File: config.mk
export PLATFORM = sky130hd
export DESIGN_NAME = recent_avoiding_index_selector
export DESIGN_NICKNAME = d
export VERILOG_FILES = /design/src/rtl/core/rais_pkg.sv /design/src/rtl/core/rais_ram.sv /design/src/rtl/core/rais_div.sv /design/src/rtl/core/rais_sort_list.sv /design/src/rtl/core/recent_avoiding_index_selector.sv
export SDC_FILE = /design/constraint.sdc
export NUM_CORES = 2
export LEC_CHECK = 0
export BUFFER_PORTS_ARGS = -buffer_cell sky130_fd_sc_hd__buf_2
export CAP_MARGIN = 10
export CORE_MARGIN = 5
export CORE_UTILIZATION = 30
export DETAILED_ROUTE_END_ITERATION = 12
export PLACE_DENSITY_LB_ADDON = 0.15
export SLEW_MARGIN = 25
export SYNTH_ARGS = -nofsm -noshare
export SYNTH_HDL_FRONTEND = slang
export SYNTH_SLANG_ARGS = --single-unit
File: constraint.sdc
create_clock -name clk -period 5.6 [get_ports clk]
set_input_delay 0.84 -clock clk [delete_from_list [all_inputs] [get_ports clk]]
set_output_delay 0.84 -clock clk [all_outputs]
set_load 0.005 [all_outputs]
File: src/rtl/core/rais_pkg.sv
`default_nettype none
package rais_pkg;

  // item field widths
  localparam int IDX_W  = 16;
  localparam int ROLL_W = 32;

  // control of the sorted blocked-index list
  typedef struct packed {
    logic clear;
    logic ins;
    logic pop;
  } rais_list_ctl_t;

endpackage
`default_nettype wire

File: src/rtl/core/rais_ram.sv
`default_nettype none
module rais_ram #(
  parameter int WIDTH = 16,
  parameter int DEPTH = 16
) (
  input  wire logic                                     clk,
  input  wire logic                                     we,
  input  wire logic [((DEPTH > 1) ? $clog2(DEPTH) : 1)-1:0] waddr,
  input  wire logic [WIDTH-1:0]                         wdata,
  input  wire logic [((DEPTH > 1) ? $clog2(DEPTH) : 1)-1:0] raddr,
  output logic      [WIDTH-1:0]                         rdata
);

  logic [WIDTH-1:0] mem [DEPTH];
  logic [WIDTH-1:0] rdata_r;

  // one write port, one registered read port
  always_ff @(posedge clk) begin
    if (we) begin
      mem[waddr] <= wdata;
    end
    rdata_r <= mem[raddr];
  end

  assign rdata = rdata_r;

endmodule
`default_nettype wire

File: src/rtl/core/rais_div.sv
`default_nettype none
module rais_div (
  input  wire logic                        clk,
  input  wire logic                        rst_n,
  input  wire logic                        start,
  input  wire logic [rais_pkg::ROLL_W-1:0] dividend,
  input  wire logic [rais_pkg::IDX_W-1:0]  divisor,
  output logic                             busy,
  output logic                             done,
  output logic      [rais_pkg::IDX_W-1:0]  remainder
);
  import rais_pkg::*;

  localparam int CW = $clog2(ROLL_W);

  logic [ROLL_W-1:0] dvd_r;
  logic [IDX_W-1:0]  dsr_r;
  logic [IDX_W-1:0]  rem_r;
  logic [CW-1:0]     cnt_r;
  logic              busy_r;
  logic              done_r;

  logic [IDX_W:0]    trial;
  logic              fits;
  logic [IDX_W:0]    diff;
  logic [IDX_W-1:0]  rem_step;

  // one restoring step: bring in the next dividend bit, subtract if it fits
  always_comb begin
    trial    = {rem_r, dvd_r[ROLL_W-1]};
    fits     = trial >= {1'b0, dsr_r};
    diff     = trial - {1'b0, dsr_r};
    rem_step = fits ? diff[IDX_W-1:0] : trial[IDX_W-1:0];
  end

  // control
  always_ff @(posedge clk) begin
    if (!rst_n) begin
      busy_r <= 1'b0;
      done_r <= 1'b0;
      cnt_r  <= '0;
    end else begin
      done_r <= busy_r && (cnt_r == '0);
      if (start && !busy_r) begin
        busy_r <= 1'b1;
        cnt_r  <= CW'(ROLL_W - 1);
      end else if (busy_r) begin
        cnt_r <= cnt_r - 1'b1;
        if (cnt_r == '0) begin
          busy_r <= 1'b0;
        end
      end
    end
  end

  // datapath
  always_ff @(posedge clk) begin
    if (start && !busy_r) begin
      dvd_r <= dividend;
      dsr_r <= divisor;
      rem_r <= '0;
    end else if (busy_r) begin
      dvd_r <= {dvd_r[ROLL_W-2:0], 1'b0};
      rem_r <= rem_step;
    end
  end

  assign busy      = busy_r;
  assign done      = done_r;
  assign remainder = rem_r;

endmodule
`default_nettype wire

File: src/rtl/core/rais_sort_list.sv
`default_nettype none
module rais_sort_list #(
  parameter int DEPTH = 16
) (
  input  wire logic                          clk,
  input  wire logic                          rst_n,
  input  wire rais_pkg::rais_list_ctl_t      ctl,
  input  wire logic [rais_pkg::IDX_W-1:0]    ins_value,
  output logic      [rais_pkg::IDX_W-1:0]    head,
  output logic      [$clog2(DEPTH+1)-1:0]    cnt
);
  import rais_pkg::*;

  localparam int CW = $clog2(DEPTH + 1);

  logic [IDX_W-1:0] val_r [DEPTH];
  logic [CW-1:0]    cnt_r;

  logic [DEPTH-1:0] valid;
  logic [DEPTH-1:0] eq;
  logic [DEPTH-1:0] above;
  logic [IDX_W-1:0] ins_val [DEPTH];
  logic [IDX_W-1:0] pop_val [DEPTH];
  logic             dup;
  logic             do_ins;

  // per-cell compare against the incoming value
  always_comb begin
    for (int i = 0; i < DEPTH; i++) begin
      valid[i] = CW'(i) < cnt_r;
      eq[i]    = valid[i] && (val_r[i] == ins_value);
      above[i] = !valid[i] || (val_r[i] > ins_value);
    end
  end

  assign dup    = |eq;
  assign do_ins = ctl.ins && !dup && (cnt_r < CW'(DEPTH));

  // insert keeps ascending order, pop shifts toward the head
  for (genvar g = 0; g < DEPTH; g++) begin : g_cell
    if (g == 0) begin : g_first
      assign ins_val[g] = above[g] ? ins_value : val_r[g];
    end else begin : g_rest
      assign ins_val[g] = !above[g]   ? val_r[g]  :
                          !above[g-1] ? ins_value : val_r[g-1];
    end
    if (g == DEPTH - 1) begin : g_last
      assign pop_val[g] = val_r[g];
    end else begin : g_mid
      assign pop_val[g] = val_r[g+1];
    end
  end

  always_ff @(posedge clk) begin
    if (!rst_n) begin
      cnt_r <= '0;
    end else if (ctl.clear) begin
      cnt_r <= '0;
    end else if (do_ins) begin
      cnt_r <= cnt_r + 1'b1;
    end else if (ctl.pop && (cnt_r != '0)) begin
      cnt_r <= cnt_r - 1'b1;
    end
  end

  always_ff @(posedge clk) begin
    if (!ctl.clear) begin
      if (do_ins) begin
        val_r <= ins_val;
      end else if (ctl.pop) begin
        val_r <= pop_val;
      end
    end
  end

  assign head = val_r[0];
  assign cnt  = cnt_r;

endmodule
`default_nettype wire

File: src/rtl/core/recent_avoiding_index_selector.sv
// remember: no result; ready again the next cycle
// choose: a count of at most 1, or sequential mode with no history, goes straight to the output;
//   sequential reads the last entry, then runs the shared 32-step remainder unit; shuffle scans a
//   window of W entries, runs the remainder unit, then steps past the P blocked indices
// input is not ready from a choose accept until its result enters the output register
// synchronous active-low reset clears config, control, fill and slot; history memory is not
`default_nettype none
module recent_avoiding_index_selector #(
  parameter int HISTORY_DEPTH = 16
) (
  input  wire logic        clk,
  input  wire logic        rst_n,
  // in_tdata: command [0], random_roll [32:1], remember_index [48:33]
  input  wire logic        in_tvalid,
  output logic             in_tready,
  input  wire logic [55:0] in_tdata,
  // out_tdata: chosen_index [15:0]
  output logic             out_tvalid,
  input  wire logic        out_tready,
  output logic      [15:0] out_tdata,
  input  wire logic        cfg_psel,
  input  wire logic        cfg_penable,
  input  wire logic        cfg_pwrite,
  input  wire logic [3:0]  cfg_paddr,
  input  wire logic [31:0] cfg_pwdata,
  output logic      [31:0] cfg_prdata,
  output logic             cfg_pready
);
  import rais_pkg::*;

  localparam int D  = HISTORY_DEPTH;
  localparam int AW = (D > 1) ? $clog2(D) : 1;
  localparam int FW = $clog2(D + 1);

  localparam logic [1:0] REG_SHUFFLE = 2'd0;
  localparam logic [1:0] REG_COUNT   = 2'd1;
  localparam logic [1:0] REG_HVALID  = 2'd2;

  localparam logic CMD_CHOOSE   = 1'b0;
  localparam logic CMD_REMEMBER = 1'b1;

  localparam logic [2:0] S_IDLE   = 3'd0;
  localparam logic [2:0] S_SEQ_RD = 3'd1;
  localparam logic [2:0] S_SCAN   = 3'd2;
  localparam logic [2:0] S_DIVGO  = 3'd3;
  localparam logic [2:0] S_DIV    = 3'd4;
  localparam logic [2:0] S_STEP   = 3'd5;
  localparam logic [2:0] S_DONE   = 3'd6;

  // configuration registers
  logic             shuffle_r;
  logic [IDX_W-1:0] count_r;
  logic             hvalid_r;

  // history state
  logic [AW-1:0]    slot_r;
  logic [FW-1:0]    fill_r;

  // sequencer
  logic [2:0]       state_r, state_nxt;
  logic [AW-1:0]    rd_ptr_r, rd_ptr_nxt;
  logic [FW-1:0]    left_r, left_nxt;
  logic             pend_r, pend_nxt;
  logic [ROLL_W-1:0] roll_r;
  logic [IDX_W:0]   rank_r, rank_nxt;
  logic [IDX_W-1:0] res_r, res_nxt;
  logic             out_valid_r;
  logic [IDX_W-1:0] out_data_r;

  logic             cfg_wr;
  logic             in_acc;
  logic             in_cmd;
  logic [ROLL_W-1:0] in_roll;
  logic [IDX_W-1:0] in_idx;
  logic [AW-1:0]    slot_prev;
  logic [AW-1:0]    ptr_prev;
  logic [IDX_W-1:0] cm1;
  logic [FW-1:0]    window;
  logic [IDX_W-1:0] ram_rdata;
  logic             ram_we;
  logic [IDX_W:0]   seq_plus1;

  rais_list_ctl_t   lst_ctl;
  logic [IDX_W-1:0] lst_head;
  logic [FW-1:0]    lst_cnt;

  logic             div_start;
  logic [ROLL_W-1:0] div_dvd;
  logic [IDX_W-1:0] div_dsr;
  logic             div_busy;
  logic             div_done;
  logic [IDX_W-1:0] div_rem;
  logic             out_load;
  logic             step_on;

  // configuration port
  assign cfg_pready = 1'b1;
  assign cfg_wr     = cfg_psel && cfg_penable && cfg_pwrite && cfg_pready;

  always_ff @(posedge clk) begin
    if (!rst_n) begin
      shuffle_r <= 1'b0;
      count_r   <= '0;
      hvalid_r  <= 1'b0;
    end else if (cfg_wr) begin
      unique case (cfg_paddr[3:2])
        REG_SHUFFLE: shuffle_r <= cfg_pwdata[0];
        REG_COUNT:   count_r   <= cfg_pwdata[IDX_W-1:0];
        REG_HVALID:  hvalid_r  <= cfg_pwdata[0];
        default: ;
      endcase
    end
  end

  always_comb begin
    unique case (cfg_paddr[3:2])
      REG_SHUFFLE: cfg_prdata = {31'b0, shuffle_r};
      REG_COUNT:   cfg_prdata = {16'b0, count_r};
      REG_HVALID:  cfg_prdata = {31'b0, hvalid_r};
      default:     cfg_prdata = '0;
    endcase
  end

  // input unpack
  assign in_tready = (state_r == S_IDLE);
  assign in_acc    = in_tvalid && in_tready;
  assign in_cmd    = in_tdata[0];
  assign in_roll   = in_tdata[32:1];
  assign in_idx    = in_tdata[48:33];

  // ring pointers and blocking window
  assign slot_prev = (slot_r == '0) ? AW'(D - 1) : slot_r - 1'b1;
  assign ptr_prev  = (rd_ptr_r == '0) ? AW'(D - 1) : rd_ptr_r - 1'b1;
  assign cm1       = count_r - 1'b1;
  assign window    = !hvalid_r ? '0 :
                     (cm1 < IDX_W'(fill_r)) ? cm1[FW-1:0] : fill_r;

  // history memory
  assign ram_we = in_acc && (in_cmd == CMD_REMEMBER);

  rais_ram #(.WIDTH(IDX_W), .DEPTH(D)) u_ring (
    .clk   (clk),
    .we    (ram_we),
    .waddr (slot_r),
    .wdata (in_idx),
    .raddr (rd_ptr_r),
    .rdata (ram_rdata)
  );

  always_ff @(posedge clk) begin
    if (!rst_n) begin
      slot_r <= '0;
      fill_r <= '0;
    end else if (ram_we) begin
      slot_r <= (slot_r == AW'(D - 1)) ? '0 : slot_r + 1'b1;
      if (fill_r != FW'(D)) begin
        fill_r <= fill_r + 1'b1;
      end
    end
  end

  // sorted blocked list
  assign step_on = (state_r == S_STEP) && (lst_cnt != '0) &&
                   ({1'b0, lst_head} <= rank_r);

  always_comb begin
    lst_ctl.clear = in_acc && (in_cmd == CMD_CHOOSE);
    lst_ctl.ins   = (state_r == S_SCAN) && pend_r && (ram_rdata < count_r);
    lst_ctl.pop   = step_on;
  end

  rais_sort_list #(.DEPTH(D)) u_list (
    .clk       (clk),
    .rst_n     (rst_n),
    .ctl       (lst_ctl),
    .ins_value (ram_rdata),
    .head      (lst_head),
    .cnt       (lst_cnt)
  );

  // shared remainder unit
  assign seq_plus1 = {1'b0, ram_rdata} + 1'b1;
  assign div_start = (state_r == S_DIVGO);
  assign div_dvd   = shuffle_r ? roll_r : ROLL_W'(seq_plus1);
  assign div_dsr   = shuffle_r ? count_r - IDX_W'(lst_cnt) : count_r;

  rais_div u_div (
    .clk       (clk),
    .rst_n     (rst_n),
    .start     (div_start),
    .dividend  (div_dvd),
    .divisor   (div_dsr),
    .busy      (div_busy),
    .done      (div_done),
    .remainder (div_rem)
  );

  // sequencer
  assign out_load = (state_r == S_DONE) && (!out_valid_r || out_tready);

  always_comb begin
    state_nxt  = state_r;
    rd_ptr_nxt = rd_ptr_r;
    left_nxt   = left_r;
    pend_nxt   = 1'b0;
    rank_nxt   = rank_r;
    res_nxt    = res_r;
    unique case (state_r)
      S_IDLE: begin
        if (in_acc && (in_cmd == CMD_CHOOSE)) begin
          rd_ptr_nxt = slot_prev;
          left_nxt   = window;
          res_nxt    = '0;
          if (count_r <= 16'd1) begin
            state_nxt = S_DONE;
          end else if (!shuffle_r) begin
            state_nxt = (!hvalid_r || (fill_r == '0)) ? S_DONE : S_SEQ_RD;
          end else begin
            state_nxt = S_SCAN;
          end
        end
      end
      S_SEQ_RD: begin
        state_nxt = S_DIVGO;
      end
      S_SCAN: begin
        if (left_r != '0) begin
          rd_ptr_nxt = ptr_prev;
          left_nxt   = left_r - 1'b1;
          pend_nxt   = 1'b1;
        end else if (!pend_r) begin
          state_nxt = S_DIVGO;
        end
      end
      S_DIVGO: begin
        state_nxt = S_DIV;
      end
      S_DIV: begin
        if (div_done) begin
          rank_nxt  = {1'b0, div_rem};
          res_nxt   = div_rem;
          state_nxt = shuffle_r ? S_STEP : S_DONE;
        end
      end
      S_STEP: begin
        if (step_on) begin
          rank_nxt = rank_r + 1'b1;
        end else begin
          res_nxt   = (rank_r >= {1'b0, count_r}) ? cm1 : rank_r[IDX_W-1:0];
          state_nxt = S_DONE;
        end
      end
      S_DONE: begin
        if (out_load) begin
          state_nxt = S_IDLE;
        end
      end
      default: state_nxt = S_IDLE;
    endcase
  end

  always_ff @(posedge clk) begin
    if (!rst_n) begin
      state_r <= S_IDLE;
      pend_r  <= 1'b0;
      left_r  <= '0;
    end else begin
      state_r <= state_nxt;
      pend_r  <= pend_nxt;
      left_r  <= left_nxt;
    end
  end

  always_ff @(posedge clk) begin
    rd_ptr_r <= rd_ptr_nxt;
    rank_r   <= rank_nxt;
    res_r    <= res_nxt;
    if (in_acc) begin
      roll_r <= in_roll;
    end
  end

  // output register
  always_ff @(posedge clk) begin
    if (!rst_n) begin
      out_valid_r <= 1'b0;
    end else if (out_load) begin
      out_valid_r <= 1'b1;
    end else if (out_tready) begin
      out_valid_r <= 1'b0;
    end
  end

  always_ff @(posedge clk) begin
    if (out_load) begin
      out_data_r <= res_r;
    end
  end

  assign out_tvalid = out_valid_r;
  assign out_tdata  = out_data_r;

  // checks
  a_fill_bound: assert property (@(posedge clk) disable iff (!rst_n)
    fill_r <= FW'(D))
    else $error("history fill above depth");

  a_list_bound: assert property (@(posedge clk) disable iff (!rst_n)
    lst_cnt <= fill_r)
    else $error("blocked list longer than history");

  a_div_owned: assert property (@(posedge clk) disable iff (!rst_n)
    div_busy |-> (state_r == S_DIV))
    else $error("divider running outside its state");

  a_fill_step: assert property (@(posedge clk) disable iff (!rst_n)
    ram_we |=> (fill_r == FW'(D)) || (fill_r == $past(fill_r) + 1'b1))
    else $error("remember did not advance fill");

endmodule
`default_nettype wire
**Word-level counts from Yosys, hierarchy flattened**

Memory sizes are Yosys's and may differ from the RTL's. A register that Yosys moved wholly into a read port is not among the register bits.
Index checks and enable logic that the tools add are counted.

- Bits in registers: 454
- Input bits: 99
- Memories kept: 1
- Word-level logic and storage cells: 334
- Memory bits (writable): 256
- Output and inout bits: 51

- Eq/ne operators: 49
- Muxes and demuxes: 81
- Reduce and logical (&&, ||, !) cells: 111
- Bitwise gates (word level): 3
- $add $sub $neg: 13
- $lt $le $gt $ge: 39

Memory list:

| memory | depth | width | read ports | clocked after Yosys merged registers in | wr ports | line | source |
|---|---|---|---|---|---|---|---|
| u_ring.mem | 16 | 16 | 1 | 1 | 1 | rais_ram.sv:14 | `logic [WIDTH-1:0] mem [DEPTH];` |

Operators by type and width:

| cell | count |
|---|---|
| $mux 16 | 37 |
| $mux 256 | 2 |
| $eq 16x16->1 | 16 |
| $gt 16x16->1 | 16 |
| $mux 32 | 3 |
| $pmux 16 s3 | 2 |
| $reduce_and 3->1 | 18 |
| $lt 4x5->1 const A | 8 |
| $mux 5 | 8 |
| $ne 2x1->1 const B | 18 |
| $ge 17x16->1 | 2 |
| $mux 17 | 2 |
| $pmux 17 s2 | 1 |
| $logic_and 1x1->1 | 31 |
| $mux 3 | 9 |
| $pmux 3 s7 | 1 |
| $logic_not 1->1 | 20 |
| $lt 3x5->1 const A | 4 |
| $mux 4 | 5 |
| $logic_or 1x1->1 | 18 |
| $add 16x1->17 const B | 1 |
| $add 17x1->17 const B | 1 |
| $le 16x17->1 | 1 |
| $le 16x1->1 const B | 1 |
| 37 further kinds | 71 |

**Longest topological paths before layout**

- Depth after elaboration: 8
- Mapped depth: 14
- Gate-level depth less buffers: 11

**Cells and area by module**

Synthesis repeated with hierarchy kept, for this count alone.

- Cell total of the unflattened synthesis: 3549
- Area total of the unflattened synthesis: 40726.6 µm²

By module, submodules not included:

| module | instances | sequential area each (µm²) | cells each | area each (µm²) |
|---|---|---|---|---|
| rais_sort_list | 1 | 7787.5 | 1897 | 18876.9 |
| rais_ram | 1 | 8007.7 | 432 | 10043.4 |
| recent_avoiding_index_selector | 1 | 3293.2 | 904 | 8134.1 |
| rais_div | 1 | 1901.8 | 316 | 3672.3 |

**Worst setup path before layout**

No wires, ideal clock.

- Path kind: reg2reg
- From: reg u_ring.rdata_r[12], in the netlist u_ring.rdata[12] (read register of u_ring.mem)
- To: reg u_list.val_r (netlist bit u_list.pop_val[144]), enable pin
- Period minus slack after synthesis: 4.477 ns
- Buffers on the path: 3
- Setup slack: 1.123 ns
- Required time: 5.186 ns
- Library setup time: 0.414 ns
- Arrival time: 4.063 ns
- Stages on the path, launching flop included: 12
- Cells stage by stage: dfxtp_1 clkbuf_1 inv_1 ha_1 and4_1 nand4_1 nand4_1 or4_1 or2_1 buf_2 clkbuf_1 o31ai_1

- Longest elaborated chain between the ends: 8
- Elaborated cells on any way between the ends: 43
- Classes of those cells: 2 x order compare; 17 x eq/ne; 24 x reduce/logical

Ends and longest elaborated chain:

| what | line | source |
|---|---|---|
| start, declared | rais_ram.sv:15 | `logic [WIDTH-1:0] rdata_r;` |
| branches (longest 7 deep; another with $lt 16x16->1) | - |  |
| $reduce_and 3->1 (no source line) (*) | - |  |
| end signal, assigned | rais_sort_list.sv:69 | `val_r <= ins_val;` |
| end signal, assigned | rais_sort_list.sv:71 | `val_r <= pop_val;` |
| end, declared | rais_sort_list.sv:16 | `logic [IDX_W-1:0] val_r [DEPTH];` |

Mark *: on every way between the ends.
A chain may end at the register's enable or synchronous reset.

**Final worst setup path**

- From: reg u_ring.rdata_r[9], in the netlist u_ring.rdata[9] (read register of u_ring.mem)
- To: reg u_list.val_r (netlist bit u_list.pop_val[53]) (data pin)

- Longest elaborated chain between the ends: 7
- Elaborated cells on any way between the ends: 43
- Classes of those cells: 2 x order compare; 16 x eq/ne; 3 x mux; 22 x reduce/logical

Ends and longest elaborated chain:

| what | line | source |
|---|---|---|
| branches (longest 6 deep; another with $gt 16x16->1) | - |  |
| $mux 256 (*) | rais_sort_list.sv:68 | `if (do_ins) begin` |

Mark *: on every way between the ends. The select of a mux whose other input is x is not followed.

==> summary.md <==
| Metric | Value |
|---|---|
| Pin slew with the least headroom to its limit | 0.971 ns |
| Area growth syn-to-layout | 14.5% |
| Crit-path cells | inv_1 > buf_4 > ha_1 > nand4_1 > nor3_1 > or4b_1 > nand3_1 > a211o_1 > or2_4 > buf_12 > buf_4 > o21ai_0 |
| Combinational Power Share | between 30% and 40% |
| Initial antenna violation count | 3 |
| Sw power | 6.24 mW |
| Hold Crit Class | input pin to register |
| # setup viols final | 0 |
| DRC | 0 |
| TritonCTS Buffers | 88 |
| Switch share | a little over a third |
| Routed vias/inst | 5.12 |
| Seq pwr share | between 30% and 40% |
| Crit path DAT | around 5.2 ns |
| Worst r2r dst | u_list.pop_val[53]$_DFFE_PP_ |
| Seq/Total Area, Yosys | 51.9% |
| Total vias in the final route | 28648 |
| Total Wirelength | 128000 um |
| Pint | 11.6 mW |
| Pwr Total | 17.9 mW |
| Worst Min Path Start | in_tdata[21] |
| Critical-path top delay cell | buf_4 |
| Pwr Density | 386 nW/um^2 |
| Reg2reg path depth | 12 |
| Power share of the clock group | 32.5% |
| Worst Hold Depth | 1 |
| # rows | 134 |
| Commonest register cell after synthesis | edfxtp_1 |
| Initial DRC Count | 2106 |
| Post-Route Setup TNS | 0 ns |
| Root Driver | clkbuf_16 |
| Die Width | 377 um |
| Final worst-path cycle share | between 80% and 90% |
| CTS tree | yes |
| Core area | 134000 um^2 |
| EDFF count, synth | about 650 |
| R2R setup slack | 0.79 ns |
| Pin count of the biggest net entering global routing | 217 |
| Synth warnings | 0 |
| DR WL/cell | 22.9 um |
| ANT nets after route | 0 |
| CP startpoint kind | register |
| Total Routing Usage GR | 17.7% |
| PostCTS Resize Cnt | 0 |
| P_leak | 18.6 nW |
| Die area | 142000 um^2 |
| Syn_area_per_cell | ~11 um^2 |
| Period minus WS final | 4.81 ns |
| Hold endpoint | roll_r[20]$_DFFE_PP_ |
| # fillers | 13408 |
| # port buffers | 107 |
| CTS hold repair buffers | 0 |
| Overflow after GRT | 0 |
| Slowest cell delay on critical path | roughly 0.7 ns |
| Worst R2R Start | u_ring.rdata[9]$_DFF_P_ |
| Global-route wire length before repair | 190000 um |
| WP data required | 5.99 ns |
| Asr flop ratio synth | 0% |
| Final Slew Violations | 0 |
| Maximum fanout along the worst path | 152 |
| #FFs+latches synth | 726 |
| Gate Count Post-Synth | between 3000 and 4000 |
| Final hold vios | 0 |
| Outcome | complete, no violations |
| RD Place Congestion | 0.835 |
| Mapped cell area | 40500 um^2 |
| Vias in the first global route | 28545 |
| RSZ-0062 raised after global routing | no |
| Crit Path Class | register to register |
| Max H-tree Level | 3 |
| Maximum VDD drop | 303 uV |
| Share of layout cells above drive strength 1 | 12.1% |
| Setup repair bufs after CTS | 0 |
| Max cap viols | 0 |
| Rel. slew slack | 35.3% |
| Clk_lat worst skew | 0.72 ns |
| DP HPWL | 90000 um |
| I/O pin count | 150 |
| Nets | 4195 |
| Skew final | 0.0564 ns |
| Drt pass-1 iters | 5 |
| Setup crit end kind | register |
| Initial Util | a little under a third |
| Max Fclk | 0.208 GHz |
| Netlist cell types | between 70 and 80 |
| CTS Buffer Depth | 3 |
| Die Y-Extent | 377 um |
| Clk slew on worst S/H paths | 0.06 ns |
| Clk sinks | 726 |
| CP most frequent cell | buf_4 |
metal layers:
layer | GRT usage, % | wire, um | vias up
met5 | 0 | 12 | -
met4 | 5.38 | 3730 | 2
met3 | 2.73 | 5710 | 191
met2 | 27.3 | 55900 | 635
met1 | 25.7 | 63100 | 14072
li1 | - | - | 13748
Yosys cell counts, types with 8 or more instances:
master    number  area [um^2]
edfxtp_1     645        19400
nand2_1      472         1770
o21ai_0      361         1810
ha_1         332         4150
mux2i_1      276         2760
a21oi_1      199          996
nor2_1       190          713
clkbuf_1     134          503
inv_1        119          447
nand3_1       83          415
dfxtp_1       81         1620
nand4_1       75          469
xnor2_1       65          569
a21o_1        59          443
nor3_1        53          265
buf_2         47          235
nor2b_1       40          250
mux4_2        32          721
o21a_1        32          240
a31oi_1       24          150
o21ai_1       21          105
and2_1        20          125
buf_1         20         75.1
a221oi_1      18          158
buf_4         18          135
mux2_2        18          203
a22oi_1       17          128
nand2b_1      13         81.3
or3_1         11         68.8
xor2_1        11         96.3
a22o_1        10         87.6
o211ai_1       9         67.6
o221ai_1       8         70.1
flip-flops by register name (all words and copies together), names as in the netlist, 16 cells and up:
| signal | flops |
|---|---|
| count_r | 16 |
| out_tdata | 16 |
| rank_r | 17 |
| res_r | 16 |
| roll_r | 32 |
| u_div.dsr_r | 16 |
| u_div.dvd_r | 32 |
| u_div.remainder | 16 |
| u_list.head | 16 |
| u_list.pop_val | 240 |
| u_ring.mem | 256 |
| u_ring.rdata | 16 |
how the worst max path moves through the flow:
stage                                                to  depth (start not counted)                     start  slack, ns
after floorplan           u_list.pop_val[144]$_DFFE_PP_                         11  u_ring.rdata[12]$_DFF_P_       1.12
after global placement     u_list.pop_val[81]$_DFFE_PP_                         12   u_ring.rdata[1]$_DFF_P_       0.92
after detailed placement   u_list.pop_val[49]$_DFFE_PP_                         12   u_ring.rdata[9]$_DFF_P_       0.88
after CTS                  u_list.pop_val[90]$_DFFE_PP_                         11   u_ring.rdata[6]$_DFF_P_       0.83
after global routing       u_list.pop_val[32]$_DFFE_PP_                         12   u_ring.rdata[9]$_DFF_P_       0.50
final                      u_list.pop_val[53]$_DFFE_PP_                         12   u_ring.rdata[9]$_DFF_P_       0.79
worst max-delay path, delay by kind of cell (launching register included):
kind,cells,cell delay (ns)
simple gates,5,1.49
buf+inv,4,1.49
compound gates,2,0.42
flops,1,0.63
fa+ha+maj,1,0.36
metrics by stage:
stage / utilization, % / hold WS [ns] / setup WS [ns] / area (um^2) / cells
finish: 34.6 / 0.314 / 0.787 / 46300 / 5600
global route: 34.6 / 0.269 / 0.502 / 46300 / 5598
CTS: 34.6 / 0.254 / 0.831 / 46300 / 5598
detailed placement: 32.4 / 0.405 / 0.876 / 43400 / 5440
global placement: 32.4 / 0.404 / 0.924 / 43400 / 5440
floorplan: - / 0.400 / 1.12 / 40500 / 3662
final cells by class:
class,instances,area [um^2],area share [%]
inverter,122,458,0.988
clock buffer,106,2300,4.96
multi-input combinational,2593,18200,39.4
antenna,2,5.00,0.0108
sequential,726,21000,45.3
timing repair buffer,231,1520,3.27
clock inverter,52,619,1.34
tap,1768,2210,4.77
cells in the final DEF, fill, tap and decap left out, types with 15 or more instances in the layout:
cell type and count:
nand4_1 75, a221oi_1 18, o21ai_0 353, nor2_1 176
dfxtp_1 79, edfxtp_1 645, o21a_1 31, nor2b_1 40
buf_4 120, o21ai_1 25, nand2_1 472, inv_1 119
mux4_2 32, conb_1 17, clkbuf_1 15, nor3_1 49
a21oi_1 197, buf_2 107, a31oi_1 21, clkinv_1 20
clkinv_2 16, mux2i_1 276, xnor2_1 65, and2_1 20
a21o_1 59, clkbuf_16 88, a22oi_1 17, nand3_1 83
nor2_2 15, mux2_2 18, ha_1 332
power groups by stage:
stage / clock network, mW / registers (mW) / logic (mW)
global placement: 0 / 6.74 / 5.38
floorplan: 0 / 6.55 / 3.38
finish: 5.80 / 6.62 / 5.45
CTS: 5.98 / 6.63 / 5.47
detailed placement: 0 / 6.74 / 5.44
global route: 6.18 / 6.66 / 6.03
kinds of logic after synthesis:
kind of cell	Yosys count	share of synthesized area, %
simple gates	1018	11.6
xor+xnor	76	1.64
flops	726	51.9
other cells	2	0.0186
mux	326	9.11
compound gates	822	11.9
buf+inv	343	3.53
fa+ha+maj	334	10.4
(Power assumes the default switching activity.)
